==> src/sv/grid_next_hop_with_obstacle_defines.svh <==
// Assertion macros shared by the next-hop router RTL.
// Included by the files that carry concurrent assertions; no other dependencies.
`ifndef GRID_NEXT_HOP_WITH_OBSTACLE_DEFINES_SVH
`define GRID_NEXT_HOP_WITH_OBSTACLE_DEFINES_SVH

// Implication checked on every rising edge, switched off while reset is asserted.
`define GNHO_ASSERT_CLK(label, clk, rst_n, prop) \
	label: assert property (@(posedge clk) disable iff (!rst_n) prop) \
		else $error("gnho assertion failed");

// Condition that must never be true outside reset.
`define GNHO_ASSERT_NEVER(label, clk, rst_n, cond) \
	label: assert property (@(posedge clk) disable iff (!rst_n) !(cond)) \
		else $error("gnho forbidden condition seen");

`endif

==> src/sv/gnho_pkg.sv <==
// Shared types, constants and helper functions for the grid next-hop router.
// No dependencies; imported by every module of the block.
package gnho_pkg;

	localparam int CELL_W  = 4;
	localparam int CELLS   = 2 ** CELL_W;
	localparam int COORD_W = 4;
	localparam int DIFF_W  = COORD_W + 1;
	localparam int POS_W   = COORD_W + 2;

	typedef struct packed {
		logic [COORD_W-1:0] row;
		logic [COORD_W-1:0] col;
	} coord_t;

	// Compass region codes of an offset; a zero offset falls into up-left.
	localparam logic [2:0] REG_UL = 3'd0;
	localparam logic [2:0] REG_U  = 3'd1;
	localparam logic [2:0] REG_UR = 3'd2;
	localparam logic [2:0] REG_R  = 3'd3;
	localparam logic [2:0] REG_DR = 3'd4;
	localparam logic [2:0] REG_D  = 3'd5;
	localparam logic [2:0] REG_DL = 3'd6;
	localparam logic [2:0] REG_L  = 3'd7;

	// Bit b of entry g is set when an obstacle in region b blocks a goal in region g.
	localparam logic [7:0] CONFLICT_MASK [8] = '{
		8'h83, 8'h02, 8'h0E, 8'h08, 8'h38, 8'h20, 8'hE0, 8'h80
	};

	function automatic logic [2:0] compass(input logic signed [DIFF_W-1:0] dx,
		input logic signed [DIFF_W-1:0] dy);
		logic [2:0] code;
		if (dy < 0) begin
			code = (dx < 0) ? REG_UL : ((dx == 0) ? REG_U : REG_UR);
		end else if (dy > 0) begin
			code = (dx > 0) ? REG_DR : ((dx == 0) ? REG_D : REG_DL);
		end else if (dx > 0) begin
			code = REG_R;
		end else if (dx < 0) begin
			code = REG_L;
		end else begin
			code = REG_UL;
		end
		return code;
	endfunction

	function automatic logic [COORD_W-1:0] mag(input logic signed [DIFF_W-1:0] v);
		logic signed [DIFF_W-1:0] a;
		a = (v < 0) ? -v : v;
		return a[COORD_W-1:0];
	endfunction

	function automatic logic signed [1:0] sgn(input logic signed [DIFF_W-1:0] v);
		logic signed [1:0] s;
		s = (v > 0) ? 2'sd1 : ((v < 0) ? -2'sd1 : 2'sd0);
		return s;
	endfunction

endpackage

==> src/sv/gnho_decode.sv <==
// Splits a cell number into row and column through a constant lookup table.
// Depends on gnho_pkg.
module gnho_decode #(
	parameter int GRID_SIDE = 4
) (
	input  logic [gnho_pkg::CELL_W-1:0] cell_num,
	output gnho_pkg::coord_t            pos
);
	import gnho_pkg::*;

	logic [COORD_W-1:0] row_tab [CELLS];
	logic [COORD_W-1:0] col_tab [CELLS];

	// The table is folded at elaboration, so no divider is built.
	for (genvar i = 0; i < CELLS; i++) begin : g_tab
		assign row_tab[i] = COORD_W'(i / GRID_SIDE);
		assign col_tab[i] = COORD_W'(i % GRID_SIDE);
	end

	assign pos.row = row_tab[cell_num];
	assign pos.col = col_tab[cell_num];

endmodule

==> src/sv/gnho_route.sv <==
// Next-hop decision for one beat: hold, direct step, obstacle sidestep or ordinary step.
// Depends on gnho_pkg.
module gnho_route #(
	parameter int GRID_SIDE = 4
) (
	input  gnho_pkg::coord_t            cur,
	input  gnho_pkg::coord_t            goal,
	input  gnho_pkg::coord_t            obs,
	output logic [gnho_pkg::CELL_W-1:0] next_cell
);
	import gnho_pkg::*;

	logic signed [DIFF_W-1:0] dx, dy, bx, by;
	logic signed [1:0]        mx, my;
	logic [COORD_W-1:0]       adx, ady, abx, aby;
	logic                     conflict;
	logic signed [POS_W-1:0]  nx, ny;

	always_comb begin
		dx = $signed({1'b0, goal.col}) - $signed({1'b0, cur.col});
		dy = $signed({1'b0, goal.row}) - $signed({1'b0, cur.row});
		bx = $signed({1'b0, obs.col}) - $signed({1'b0, cur.col});
		by = $signed({1'b0, obs.row}) - $signed({1'b0, cur.row});
		mx = sgn(dx);
		my = sgn(dy);
		adx = mag(dx);
		ady = mag(dy);
		abx = mag(bx);
		aby = mag(by);
		conflict = CONFLICT_MASK[compass(dx, dy)][compass(bx, by)];
		nx = $signed({2'b00, cur.col});
		ny = $signed({2'b00, cur.row});

		if (goal == obs) begin
			// Goal is occupied: hold position.
		end else if (adx == COORD_W'(1) && dy == 0) begin
			nx = nx + POS_W'(dx);
		end else if (ady == COORD_W'(1) && dx == 0) begin
			ny = ny + POS_W'(dy);
		end else if (conflict && abx == COORD_W'(1) && aby == COORD_W'(1)) begin
			if (adx > ady) begin
				nx = nx + POS_W'(mx);
			end else begin
				ny = ny + POS_W'(my);
			end
		end else if (conflict && abx == COORD_W'(1) && aby == '0) begin
			// Blocked along the row: move off it vertically, toward the goal row if it differs, else up unless on the top row.
			if (my != 0) begin
				ny = ny + POS_W'(my);
			end else if (cur.row == '0) begin
				ny = ny + POS_W'(1);
			end else begin
				ny = ny - POS_W'(1);
			end
		end else if (conflict && abx == '0 && aby == COORD_W'(1)) begin
			if (mx != 0) begin
				nx = nx + POS_W'(mx);
			end else if (cur.col == '0) begin
				nx = nx + POS_W'(1);
			end else begin
				nx = nx - POS_W'(1);
			end
		end else if (dx != 0 && dy != 0) begin
			if (adx <= ady) begin
				nx = nx + POS_W'(mx);
			end else begin
				ny = ny + POS_W'(my);
			end
		end else if (dx == 0) begin
			ny = ny + POS_W'(my);
		end else begin
			nx = nx + POS_W'(mx);
		end
	end

	// Only the low bits of the cell number are kept, as the encoding wraps.
	assign next_cell = CELL_W'(ny * GRID_SIDE + nx);

endmodule

==> src/sv/grid_next_hop_with_obstacle.sv <==
// Grid next-hop router with one obstacle on a GRID_SIDE by GRID_SIDE grid.
//
// Input channel: in_valid/in_ready carry current_cell, goal_cell and
// obstacle_cell, each a row-major cell number. Output channel:
// out_valid/out_ready carry next_cell, one result beat per input beat,
// in order.
// out_valid rises once the beat has passed the input register, where the
// routing logic settles, and has been captured in the result register; the
// result beat is taken at an edge where out_ready is high.
// Throughput is one beat per cycle while the receiver keeps out_ready high.
// If the receiver stalls, the result register holds its beat and the input
// register still takes one more beat; after that in_ready drops until the
// result is taken. Asynchronous reset empties both registers, so no result
// is presented until a new beat arrives.
// Depends on gnho_pkg, gnho_decode, gnho_route and the defines header.
`include "grid_next_hop_with_obstacle_defines.svh"

module grid_next_hop_with_obstacle #(
	parameter int GRID_SIDE = 4
) (
	input  logic                        clk,
	input  logic                        arst_n,
	input  logic                        in_valid,
	output logic                        in_ready,
	input  logic [gnho_pkg::CELL_W-1:0] current_cell,
	input  logic [gnho_pkg::CELL_W-1:0] goal_cell,
	input  logic [gnho_pkg::CELL_W-1:0] obstacle_cell,
	output logic                        out_valid,
	input  logic                        out_ready,
	output logic [gnho_pkg::CELL_W-1:0] next_cell
);
	import gnho_pkg::*;

	logic                valid_s1, valid_s2;
	logic [CELL_W-1:0]   current_s1, goal_s1, obstacle_s1;
	logic [CELL_W-1:0]   next_cell_s2;
	logic [CELL_W-1:0]   route_cell;
	coord_t              cur_pos, goal_pos, obs_pos;
	logic                load_s2, load_s1;

	assign load_s2  = valid_s1 && (!valid_s2 || out_ready);
	assign in_ready = !valid_s1 || load_s2;
	assign load_s1  = in_valid && in_ready;

	always_ff @(posedge clk or negedge arst_n) begin
		if (!arst_n) begin
			valid_s1 <= 1'b0;
			valid_s2 <= 1'b0;
		end else begin
			if (in_ready) begin
				valid_s1 <= in_valid;
			end
			if (!valid_s2 || out_ready) begin
				valid_s2 <= valid_s1;
			end
		end
	end

	always_ff @(posedge clk) begin
		if (load_s1) begin
			current_s1  <= current_cell;
			goal_s1     <= goal_cell;
			obstacle_s1 <= obstacle_cell;
		end
		if (load_s2) begin
			next_cell_s2 <= route_cell;
		end
	end

	gnho_decode #(.GRID_SIDE(GRID_SIDE)) u_dec_cur (.cell_num(current_s1), .pos(cur_pos));
	gnho_decode #(.GRID_SIDE(GRID_SIDE)) u_dec_goal (.cell_num(goal_s1), .pos(goal_pos));
	gnho_decode #(.GRID_SIDE(GRID_SIDE)) u_dec_obs (.cell_num(obstacle_s1), .pos(obs_pos));

	gnho_route #(.GRID_SIDE(GRID_SIDE)) u_route (
		.cur       (cur_pos),
		.goal      (goal_pos),
		.obs       (obs_pos),
		.next_cell (route_cell)
	);

	assign out_valid = valid_s2;
	assign next_cell = next_cell_s2;

	`GNHO_ASSERT_CLK(a_advance_fills_result, clk, arst_n, load_s2 |=> valid_s2)
	`GNHO_ASSERT_CLK(a_blocked_goal_holds, clk, arst_n,
		(load_s2 && goal_s1 == obstacle_s1) |=> (next_cell_s2 == $past(current_s1)))
	`GNHO_ASSERT_CLK(a_stall_keeps_stage1, clk, arst_n,
		(valid_s1 && valid_s2 && !out_ready) |=> (valid_s1 && $stable(current_s1)))
	`GNHO_ASSERT_NEVER(a_no_overwrite, clk, arst_n, load_s1 && valid_s1 && !load_s2)

endmodule
==> config.mk <==
export PLATFORM = sky130hd
export DESIGN_NAME = grid_next_hop_with_obstacle
export DESIGN_NICKNAME = d
export VERILOG_FILES = /design/src/sv/gnho_pkg.sv /design/src/sv/gnho_decode.sv /design/src/sv/gnho_route.sv /design/src/sv/grid_next_hop_with_obstacle.sv
export VERILOG_INCLUDE_DIRS = /design/src /design/src/sv
export SDC_FILE = /design/constraint.sdc
export NUM_CORES = 1
export LEC_CHECK = 0
export BUFFER_PORTS_ARGS = -buffer_cell sky130_fd_sc_hd__buf_2
export CAP_MARGIN = 20
export CORE_MARGIN = 2
export CORE_UTILIZATION = 47
export DETAILED_ROUTE_END_ITERATION = 8
export PLACE_DENSITY_LB_ADDON = 0.12
export SETUP_SLACK_MARGIN = 0.15
export SYNTH_ARGS = -nofsm -noshare
export SYNTH_HDL_FRONTEND = slang
export SYNTH_SLANG_ARGS = --single-unit
==> constraint.sdc <==
create_clock -name clk -period 4.7 [get_ports clk]
set_clock_uncertainty 0.1 [all_clocks]
set_input_delay 0.705 -clock clk [delete_from_list [all_inputs] [get_ports clk]]
set_output_delay 0.705 -clock clk [all_outputs]
set_load 0.01 [all_outputs]
Yosys cells after proc, flatten, opt, wreduce, memory -nomap -nowiden:

Memory sizes are Yosys's and may differ from the RTL's.
Cells that the tools add are included.

* bits in latches: 0
* memories: 7
* input bits: 16
* word-level logic and storage cells: 143
* bits in writable memories: 0
* register bits: 18
* ROM bits: 448

Memory list
* (name not given): depth 8, bits a word 8, rd ports 1, clocked after memory_dff 0, write ports 0, line gnho_route.sv:30 `conflict = CONFLICT_MASK[compass(dx, dy)][compass(bx, by)];`
* (name not given): depth 16, bits a word 4, rd ports 1, clocked after memory_dff 0, write ports 0, line gnho_decode.sv:20 `assign pos.row = row_tab[cell_num];`
* (name not given): depth 16, bits a word 4, rd ports 1, clocked after memory_dff 0, write ports 0, line gnho_decode.sv:21 `assign pos.col = col_tab[cell_num];`
* (name not given): depth 16, bits a word 4, rd ports 1, clocked after memory_dff 0, write ports 0, line gnho_decode.sv:20
* (name not given): depth 16, bits a word 4, rd ports 1, clocked after memory_dff 0, write ports 0, line gnho_decode.sv:21
* (name not given): depth 16, bits a word 4, rd ports 1, clocked after memory_dff 0, write ports 0, line gnho_decode.sv:20
* +1 memories

* shift operators: 0
* eq/ne operators: 5
* add/sub/neg operators: 17
* mux-type cells: 64
* bitwise operators: 4
* divide/modulo/power cells: 0
* reduce and logical (&&, ||, !) cells: 25
* multiply operators: 0
* order comparisons: 15

Operators with widths (number)
* nonzero test 32 bit: 4
* 2-to-1 mux 4 bit: 28
* logical NOT 32 bit: 3
* 2-to-1 mux 2 bit: 20
* 2-to-1 mux 3 bit: 12
* > comparator 5 x 1 -> 1 bit, second input constant: 4
* < comparator 5 x 1 -> 1 bit, second input constant: 4
* subtractor 4 x 4 -> 5 bit: 4
* == test 4 x 1 -> 1 bit, second input constant: 4
* logical NOT 4 bit: 4
* 2-to-1 mux 8 bit: 2
* negation 4 bit: 4
* greater-or-equal comparator 5 bit, second input constant: 3
* inverter 4 -> 5 bit: 3
* logical AND 1 bit: 10
* adder 4 bit: 2
* == test 8 bit: 1
* adder 2 bit: 2
* adder 4 x 1 -> 4 bit, second input constant: 1
* adder 4 x 2 -> 4 bit: 1
* greater-or-equal comparator 4 bit, second input constant: 1
* > comparator 4 bit: 1
* <= comparator 4 bit: 1
* < comparator 3 x 4 -> 1 bit, second input constant: 1
* other kinds (8): 10

Depth between registers and ports, before layout:

Gate-level depths: netlist of the first run.

* depth after elaboration: 25
* gate-level depth with buffers: 19
* depth with buffers taken out: 18

Hierarchy:

From an unflattened synthesis of the first run, not the netlist that was laid out.

* cells, all modules: 362
* area total of the unflattened synthesis: 3036.7 µm²

By module, submodules not included
* gnho_route: instances 1, cells each 311, area each 2260.9 µm²
* grid_next_hop_with_obstacle: instances 1, cells each 24, area each 584.3 µm²
* gnho_decode: instances 3, cells each 9, area each 63.8 µm²

Worst setup path after synthesis of the first run:

OpenSTA, ideal clock, no wires.

* path kind: register to register
* from: reg current_s1[2]
* to: reg next_cell_s2[3] (netlist: next_cell[3]) (data pin)
* period minus slack after synthesis: 3.973 ns
* arrival: 3.605 ns
* slack: 0.727 ns
* setup time: 0.268 ns
* required time: 4.332 ns
* cell stages (with the launch flop): 19
* cells stage by stage: edfxtp_1 > ha_1 > inv_1 > fa_1 > buf_4 > nor2_1 > xor2_1 > inv_1 > ha_1 > nor2b_1 > o21ai_0 > a21o_1 > o21ai_0 > o21ai_0 > o31a_1 > a31oi_1 > a211o_1 > ha_1 > xnor3_1

* longest elaborated chain between the ends: 25
* elaborated cells between the ends (all ways): 111
* classes of those cells: 17 x add/sub; 10 x order compare; 4 x eq/ne; 56 x mux; 2 x bitwise; 19 x reduce/logical; 3 x memory

Ends and longest elaborated chain
* start: declaration: line grid_next_hop_with_obstacle.sv:35 `logic [CELL_W-1:0] current_s1, goal_s1, obstacle_s1;`
* start signal: assignment: line grid_next_hop_with_obstacle.sv:61 `current_s1 <= current_cell;`
* inverter 4 -> 5 bit (implied by the code) (*): line gnho_decode.sv:20, gnho_decode.sv:21
* memory read (16 x 4 bit)
* 2-to-1 mux 4 bit (implied by the code) (2 in a row): line gnho_decode.sv:21
* subtractor 4 x 4 -> 5 bit: line gnho_route.sv:20 `dx = $signed({1'b0, goal.col}) - $signed({1'b0, cur.col});`
* < comparator 5 x 1 -> 1 bit / logical NOT 32 bit (equally long branches)
* 2-to-1 mux 3 bit / 2-to-1 mux 2 bit (equally long branches): line gnho_pkg.sv:40, gnho_pkg.sv:35, gnho_pkg.sv:37
* 2-to-1 mux 3 bit (on tied branches): line gnho_pkg.sv:38, gnho_pkg.sv:37
* 2-to-1 mux 3 bit: line gnho_pkg.sv:36 `end else if (dy > 0) begin`
* [... 9 more ...]
* 2-to-1 mux 2 bit / 2-to-1 mux 4 bit (equally long branches): line gnho_route.sv:55 `end else if (conflict && abx == '0 && aby == COORD_W'(1)) begin`
* 2-to-1 mux 2 bit / 2-to-1 mux 4 bit (equally long branches): line gnho_route.sv:46 `end else if (conflict && abx == COORD_W'(1) && aby == '0) begin`
* 2-to-1 mux 2 bit / 2-to-1 mux 4 bit (equally long branches): line gnho_route.sv:40 `end else if (conflict && abx == COORD_W'(1) && aby == COORD_W'(1)) begin`
* 2-to-1 mux 2 bit / 2-to-1 mux 4 bit (equally long branches): line gnho_route.sv:38 `end else if (ady == COORD_W'(1) && dx == 0) begin`
* 2-to-1 mux 2 bit / 2-to-1 mux 4 bit (equally long branches): line gnho_route.sv:36 `end else if (adx == COORD_W'(1) && dy == 0) begin`
* 2-to-1 mux 2 bit / 2-to-1 mux 4 bit (equally long branches): line gnho_route.sv:34 `if (goal == obs) begin`
* adder 4 bit (*): line gnho_route.sv:77 `assign next_cell = CELL_W'(ny * GRID_SIDE + nx);`
* via route_cell[3]: line grid_next_hop_with_obstacle.sv:37 `logic [CELL_W-1:0] route_cell;`
* end signal: assignment: line grid_next_hop_with_obstacle.sv:66 `next_cell_s2 <= route_cell;`
* end: declaration: line grid_next_hop_with_obstacle.sv:36 `logic [CELL_W-1:0] next_cell_s2;`

Mark *: on every way through the listed nets, which the timed path passes. The rest lies on a longest branch. The select of a mux whose other input is x is not followed.
A chain may end at the register's enable or synchronous reset.

Worst setup path after layout of the first run:

* from: reg goal_s1[2]
* to: reg next_cell_s2[3] (netlist: next_cell[3]) (data pin)

* longest elaborated chain between the ends: 25
* elaborated cells between the ends (all ways): 81
* classes of those cells: 9 x add/sub; 6 x order compare; 3 x eq/ne; 44 x mux; 2 x bitwise; 14 x reduce/logical; 3 x memory

Ends and longest elaborated chain
* start: declaration: line grid_next_hop_with_obstacle.sv:35
* start signal: assignment: line grid_next_hop_with_obstacle.sv:62 `goal_s1 <= goal_cell;`
* inverter 4 -> 5 bit (implied by the code) (*): line gnho_decode.sv:20, gnho_decode.sv:21
* memory read (16 x 4 bit)
* 2-to-1 mux 4 bit (implied by the code) (2 in a row): line gnho_decode.sv:21
* subtractor 4 x 4 -> 5 bit: line gnho_route.sv:20
* < comparator 5 x 1 -> 1 bit / logical NOT 32 bit (equally long branches)
* 2-to-1 mux 3 bit / 2-to-1 mux 2 bit (equally long branches): line gnho_pkg.sv:40, gnho_pkg.sv:35, gnho_pkg.sv:37
* 2-to-1 mux 3 bit (on tied branches): line gnho_pkg.sv:38, gnho_pkg.sv:37
* 2-to-1 mux 3 bit: line gnho_pkg.sv:36
* [... 9 more ...]
* 2-to-1 mux 2 bit / 2-to-1 mux 4 bit (equally long branches): line gnho_route.sv:55
* 2-to-1 mux 2 bit / 2-to-1 mux 4 bit (equally long branches): line gnho_route.sv:46
* 2-to-1 mux 2 bit / 2-to-1 mux 4 bit (equally long branches): line gnho_route.sv:40
* 2-to-1 mux 2 bit / 2-to-1 mux 4 bit (equally long branches): line gnho_route.sv:38
* 2-to-1 mux 2 bit / 2-to-1 mux 4 bit (equally long branches): line gnho_route.sv:36
* 2-to-1 mux 2 bit / 2-to-1 mux 4 bit (equally long branches): line gnho_route.sv:34
* adder 4 bit (*): line gnho_route.sv:77
* via route_cell[3]: line grid_next_hop_with_obstacle.sv:37

Marked as above.

==> key figures, run 1 <==
Status
  • Status: complete, no violations

Setup path
  • Worst R2R Setup Slack: 0.48 ns
  • Critical Path Fanout Max: 8
  • Arr. time, crit path: 4.16 ns
  • Worst Setup Start Kind: register
  • Worst setup EP type: register
  • Critical Path RT: 4.64 ns
  • Setup CP Type: register to register

Power and ir drop
  • Pwr Total: 0.588 mW
  • Pwr per Cell Area: 303 nW/um2
  • Leakage: 0.830 nW
  • Peak VDD IR: 0.000191 V

STA
  • Final setup viols: 0
  • Actual slew at the worst max-slew pin: 0.700 ns
  • Fmax: 237 MHz
  • Unrepaired setup endpoints after global routing: no
  • Max_slew headroom: 52.9%
  • Setup TNS: 0 ns
  • Max-slew violation count: 0
  • Fin crit period: 4.22 ns
  • Fin. Hold Viols: 0
  • Final worst-path cycle share: 89.7%

Layout
  • Share of layout cells above drive strength 1: 21.4%
  • Sequential cell area: 531 um2
  • Area delta synth->final: 12.9%
  • Diodes inserted: 0
  • Fill count: 304
  • Core Util, Final: 56.8%
  • Layout Nets: 244
  • Area of the multi-input gates: 1100 um2

Global routing
  • Met2 Use GR: 34.2%
  • Pin count of the biggest net entering global routing: 13
  • Initial antenna violation count: 0
  • GRT Overall Usage: 19.5%
  • Vias in the first global route: 1383
  • First-pass GRT wire length: 6.39 mm
  • Gr busiest metal: met2
  • GR Util met3: 3.13%
  • Met1 global-route usage: 25.7%
  • Total global routing overflow: 0

Floorplan
  • Height of the die: 64.5 um
  • Starting Density: 50.3%
  • # rows: 21
  • Core Box Area: 3420 um2
  • I/O pin cnt: 22
  • Die area: 4150 um2
  • Die X: 64.5 um

Clocking
  • CTS Buf Count: 3
  • Clock insertion delay at the later pin of the skew report: 0.28 ns
  • CTS root buffer: clkbuf_4
  • Clock sink count: 18
  • Clock Tree Buf Depth: 2
  • CTS tree: built
  • Hold-fix buffers at CTS: 0
  • H-tree Lvls: 1
  • Clock-pin slew on the worst setup and hold paths: 0.10 ns

Worst hold path
  • Hold Path Class: primary input to async pin

Drt
  • Pre-antenna DRT Iters: 4
  • Routed wire per std cell: 14.7 um
  • Via Count: 1390
  • DR vias/cell: 5.52
  • DRT Wirelength: 3.71 mm
  • First DRT Iteration DRCs: 95
  • Drc violations: 0
  • Remaining antenna violation count: 0

Logic synthesis
  • Synthesized flop and latch total: 18
  • Top FF cell, synth: edfxtp_1
  • Synth Warn #: 0
  • Cells after Synth: 178
  • Post-Syn Area: 1720 um2
  • Post-synthesis sequential area ratio: 30.9%
  • Post-synth EDFFs: 16
  • Async set or reset register ratio after synthesis: 11.1%
  • Yosys cell types: 48
  • Syn avg cell area: 9.65 um2
  • Syn nets: 215

Run
  • Max Cap Viol: 0

Placed design
  • IO Port Bufs: 21
  • DP HPWL: 3.02 mm
  • GP Congestion: 0.886
-- flip-flops by register name, summed over array words and instances (netlist names) --
register,flops
current_s1,4
goal_s1,4
next_cell,4
obstacle_s1,4
out_valid,1
valid_s1,1
-- critical path, stage by stage (launching register included) --
cell and delay [ns]:
edfxtp_1 0.42, inv_1 0.09, ha_1 0.17, inv_1 0.06, fa_1 0.52, nor2_1 0.18
xor2_1 0.21, inv_1 0.07, ha_1 0.29, nor2b_1 0.13, o21ai_0 0.08, a21o_1 0.22
o21ai_1 0.21, o21ai_0 0.18, o31a_1 0.27, a31oi_1 0.17, a211o_1 0.12, ha_1 0.14
xnor3_1 0.37
-- synthesized netlist by cell type (3+ instances only) --
master    count  area (um2)
fa_1          6         120
a31oi_1       5        31.3
ha_1         15         188
o21ai_0      11        55.1
nand3_1       5        25.0
nand4_1       3        18.8
xor2_1        5        43.8
nor2_1       13        48.8
nand2_1       7        26.3
a21oi_1       9        45.0
edfxtp_1     16         480
nor3_1        4        20.0
o22ai_1       3        18.8
o211ai_1      3        22.5
mux2_2        3        33.8
nand2b_1      7        43.8
inv_1        20        75.1
xnor2_1       5        43.8
-- final cells by class --
cell class	count	area share (%)
multi-input cells	137	56.9
flip-flops and latches	18	27.4
repair buffers	26	7.35
inverters	21	4.06
well taps	46	2.97
clock buffers	4	1.35
-- layout by cell type, fill, tap and decap left out, drive strengths merged, types with 6 or more instances in the layout --
cell type,instances
inv,21
nand2b,8
ha,15
fa,6
o21ai,12
nand2,7
a21oi,9
buf,26
nand3,6
edfxtp,16
nor2,13
-- worst paths after layout --
path	end	cells past startpoint	startpoint
max reg2reg	next_cell[3]$_DFFE_PP_	18	goal_s1[2]$_DFFE_PP_
min in group clk	out_valid$_DFFE_PN0P_	1	valid_s1$_DFFE_PN0N_
max	next_cell[3]$_DFFE_PP_	18	goal_s1[2]$_DFFE_PP_
max in group asynchronous	valid_s1$_DFFE_PN0N_	1	arst_n
min	out_valid$_DFFE_PN0P_	1	arst_n
min reg2reg	out_valid$_DFFE_PN0P_	1	valid_s1$_DFFE_PN0N_
-- metrics by stage --
stage                     hold WS, ns  instance area, um2  setup slack (ns)  std cells
after floorplan                 0.309                1720             0.727        178
after global placement          0.364                1890             0.326        246
after detailed placement        0.383                1890             0.183        246
after CTS                      0.0746                1920             0.180        250
after global routing           0.0622                1940             0.173        252
final                          0.0812                1940             0.483        252
-- routing by layer --
layer | wire, um | up-vias
met5 | 0 | -
li1 | - | 703
met3 | 152 | 2
met2 | 1900 | 32
met4 | 14 | 0
met1 | 1650 | 653
-- kinds of logic (layout without fill, tap and decap cells) --
kind of cell | Yosys count | in the layout | share of synthesized area [%]
AO/OA/AOI/OAI | 44 | 44 | 17.7
XOR/XNOR | 11 | 11 | 6.41
adder cells (fa/ha/maj) | 21 | 21 | 17.9
buffers and inverters | 23 | 51 | 5.32
flip-flops | 18 | 18 | 30.9
multiplexers | 3 | 3 | 1.97
other | 2 | 2 | 0.437
AND/OR/NAND/NOR | 56 | 56 | 19.4
-- where the power goes --
group / switching [mW] / internal [mW] / leakage (nW) / total, mW
Combinational: 0.162 / 0.138 / 0.640 / 0.300
Clock: 0.0445 / 0.0330 / 0.0150 / 0.0774
Sequential: 0.00897 / 0.202 / 0.175 / 0.211
Total: 0.216 / 0.372 / 0.830 / 0.588
-- what timing repair did --
action | in CTS | in global routing
setup buffers | 0 | 2
setup endpoints to repair | 0 | 2
gates resized for setup | 0 | 2
hold endpoints to repair | 0 | 0
No activity file was read; power rests on OpenSTA's default activity.
==> inputs of run 2 (changes only) <==
- REMOVE_ABC_BUFFERS: not set -> 1
==> run 2 against run 1 <==
Against the previous run: maximum frequency down 1.3%; largest cell class unchanged; global-route usage up 0.71 points; core utilization up 1.5 points; sequential cell count unchanged; register-to-register slack worse by 0.05 ns; hold slack worse by 0.017 ns; critical path depth down 2; via count up 2.9%; clock power up 26%; design area up 2.6%; die area unchanged; highest routed layer unchanged.
==> key figures, run 2 (synthesis gave the netlist of run 1 again) <==
Drt
  • Remaining antenna violation count: 0 (unchanged)
  • Pre-antenna DRT Iters: 4 (unchanged)
  • Routed wire per std cell: 15.1 um (+2.1%)
  • DRT Wirelength: 3.88 mm (+4.6%)
  • First DRT Iteration DRCs: 78 (-18%)
  • Drc violations: 0 (unchanged)
  • Via Count: 1431 (+2.9%)
  • DR vias/cell: 5.55 (+0.56%)

Layout
  • Most frequent cells in the layout: buf_2, inv_1, edfxtp_1
  • Final Non-Filler Cells: 258 (+2.4%)
  • Most common cell after layout, fill and taps aside: buf_2
  • Area delta synth->final: 15.8%
  • Fill count: 307 (+0.99%)
  • Diodes inserted: 0 (unchanged)
  • Layout Nets: 250 (+2.5%)
  • Share of layout cells above drive strength 1: 24.1% (+2.7 points)

Global routing
  • First-pass GRT wire length: 6.47 mm (+1.2%)
  • Total global routing overflow: 0 (unchanged)
  • Vias in the first global route: 1396 (+0.94%)
  • Initial antenna violation count: 0 (unchanged)
  • Met2 Use GR: 34.0% (-0.26 points)
  • GR Util met3: 3.13% (unchanged)
  • GRT Overall Usage: 20.2% (+0.71 points)
  • Gr busiest metal: met2
  • Met1 global-route usage: 27.2% (+1.5 points)
  • Pin count of the biggest net entering global routing: 13 (unchanged)

Power and ir drop
  • Peak VDD IR: 0.000198 V (+3.6%)
  • Pwr Total: 0.611 mW (+3.9%)
  • Pwr per Cell Area: 307 nW/um2 (+1.3%)
  • Leakage: 0.860 nW (+3.6%)

Floorplan
  • # rows: 21 (unchanged)
  • Core Box Area: 3420 um2 (unchanged)
  • Die area: 4150 um2 (unchanged)
  • Starting Density: 50.3% (unchanged)
  • Height of the die: 64.5 um (unchanged)
  • I/O pin cnt: 22 (unchanged)
  • Die X: 64.5 um (unchanged)

STA
  • Final worst-path cycle share: 90.9% (+1.2 points)
  • Actual slew at the worst max-slew pin: 0.663 ns (-0.0371 ns)
  • Max_slew headroom: 55.4% (+2.4 points)
  • Max-slew violation count: 0 (unchanged)
  • Fin. Hold Viols: 0 (unchanged)
  • Unrepaired setup endpoints after global routing: no
  • Fin crit period: 4.27 ns (+0.0545 ns)
  • Final setup viols: 0 (unchanged)
  • Setup TNS: 0 ns (unchanged)
  • Fmax: 234 MHz (-1.3%)

Setup path
  • CP max stage cell: edfxtp_1
  • Critical Path RT: 4.66 ns (+0.02 ns)
  • Max stage delay on crit path: 0.55 ns (+0.03 ns)
  • Critical Path Fanout Max: 7 (-1)
  • Setup CP Type: register to register
  • Worst setup EP type: register
  • Worst-path cell chain: ha_1 > inv_1 > fa_2 > nand2b_4 > nand2b_1 > ha_1 > nand4_1 > o21ai_0 > a21o_1 > o21ai_0 > o21ai_0 > o31a_1 > a31oi_1 > a211o_1 > ha_1 > xnor3_1
  • Worst Setup Start Kind: register
  • Arr. time, crit path: 4.23 ns (+0.07 ns)

Clocking
  • Clock Tree Buf Depth: 2 (unchanged)
  • H-tree Lvls: 1 (unchanged)
  • Clock-pin slew on the worst setup and hold paths: 0.11 ns (about the same)
  • Hold-fix buffers at CTS: 0 (unchanged)
  • CTS tree: built
  • CTS root buffer: clkbuf_4
  • Clock sink count: 18 (unchanged)
  • CTS Buf Count: 3 (unchanged)
  • Clock insertion delay at the later pin of the skew report: 0.30 ns (+0.02 ns)

Status
  • Status: complete, no violations

Worst hold path
  • Hold Path Class: primary input to async pin

Placed design
  • Placed cells: 247 (+0.41%)
  • IO Port Bufs: 21 (unchanged)
  • DP HPWL: 3.02 mm (about the same)
  • GP Congestion: 0.898 (+1.3%)

Run
  • Max Cap Viol: 0 (unchanged)
run 2: cell count changes in the layout (fill, tap and decap cells not counted), sizes merged:
cell	before	now
buf	26	32
run 2: final cells by class:
class	count	area [um2]	share of cell area (%)
Inverter	21	78.8	3.96
Multi-Input combinational cell	137	1100	55.2
Tap cell	46	57.6	2.89
Clock buffer	4	36.3	1.82
Timing Repair Buffer	32	188	9.43
Sequential cell	18	531	26.7
run 2: final timing paths:
kind                                          from                     end  slack, ns  cells past startpoint
max                        current_s1[2]$_DFFE_PP_  next_cell[3]$_DFFE_PP_       0.43                     16
min                                         arst_n   out_valid$_DFFE_PN0P_       0.06                      1
max reg2reg                current_s1[2]$_DFFE_PP_  next_cell[3]$_DFFE_PP_       0.43                     16
min reg2reg                   valid_s1$_DFFE_PN0N_   out_valid$_DFFE_PN0P_       0.42                      1
max in group asynchronous                   arst_n   out_valid$_DFFE_PN0P_       4.34                      1
min in group clk              valid_s1$_DFFE_PN0N_   out_valid$_DFFE_PN0P_       0.42                      1
run 2: per-layer routing:
metal  vias up  share of wire [%]  wire length (um)
li1        711                  -                 -
met1       666                 45              1740
met3         8                4.9               191
met4         0                2.2                86
met2        46                 48              1860
met5         -                  0                 0
run 2: critical path, delay by kind of cell (launching register included):
| kind | cells | cell delay, ns |
|---|---|---|
| simple gates | 3 | 0.44 |
| buf+inv | 1 | 0.07 |
| flops | 1 | 0.55 |
| compound gates | 7 | 1.30 |
| fa+ha+maj | 4 | 1.19 |
| xor+xnor | 1 | 0.37 |
run 2: timing repair:
action                     CTS  global route
setup endpoints to repair    0             1
setup buffers                0             7
resized for setup            0             1
run 2: stage by stage:
| stage | area [um2] | utilization, % | hold slack, ns | worst slack [ns] |
|---|---|---|---|---|
| final | 1990 | 58.2 | 0.0639 | 0.428 |
| after CTS | 1930 | 56.6 | 0.0589 | 0.225 |
| after detailed placement | 1900 | 55.6 | 0.391 | 0.237 |
| after floorplan | 1710 | - | 0.309 | 0.704 |
| after global routing | 1990 | 58.2 | 0.0427 | 0.168 |
| after global placement | 1900 | 55.6 | 0.364 | 0.333 |
run 2: power breakdown:
| part | internal [mW] | switching [mW] | total [mW] |
|---|---|---|---|
| registers | 0.202 | 0.00970 | 0.212 |
| logic | 0.140 | 0.162 | 0.302 |
| clock network | 0.0473 | 0.0501 | 0.0973 |
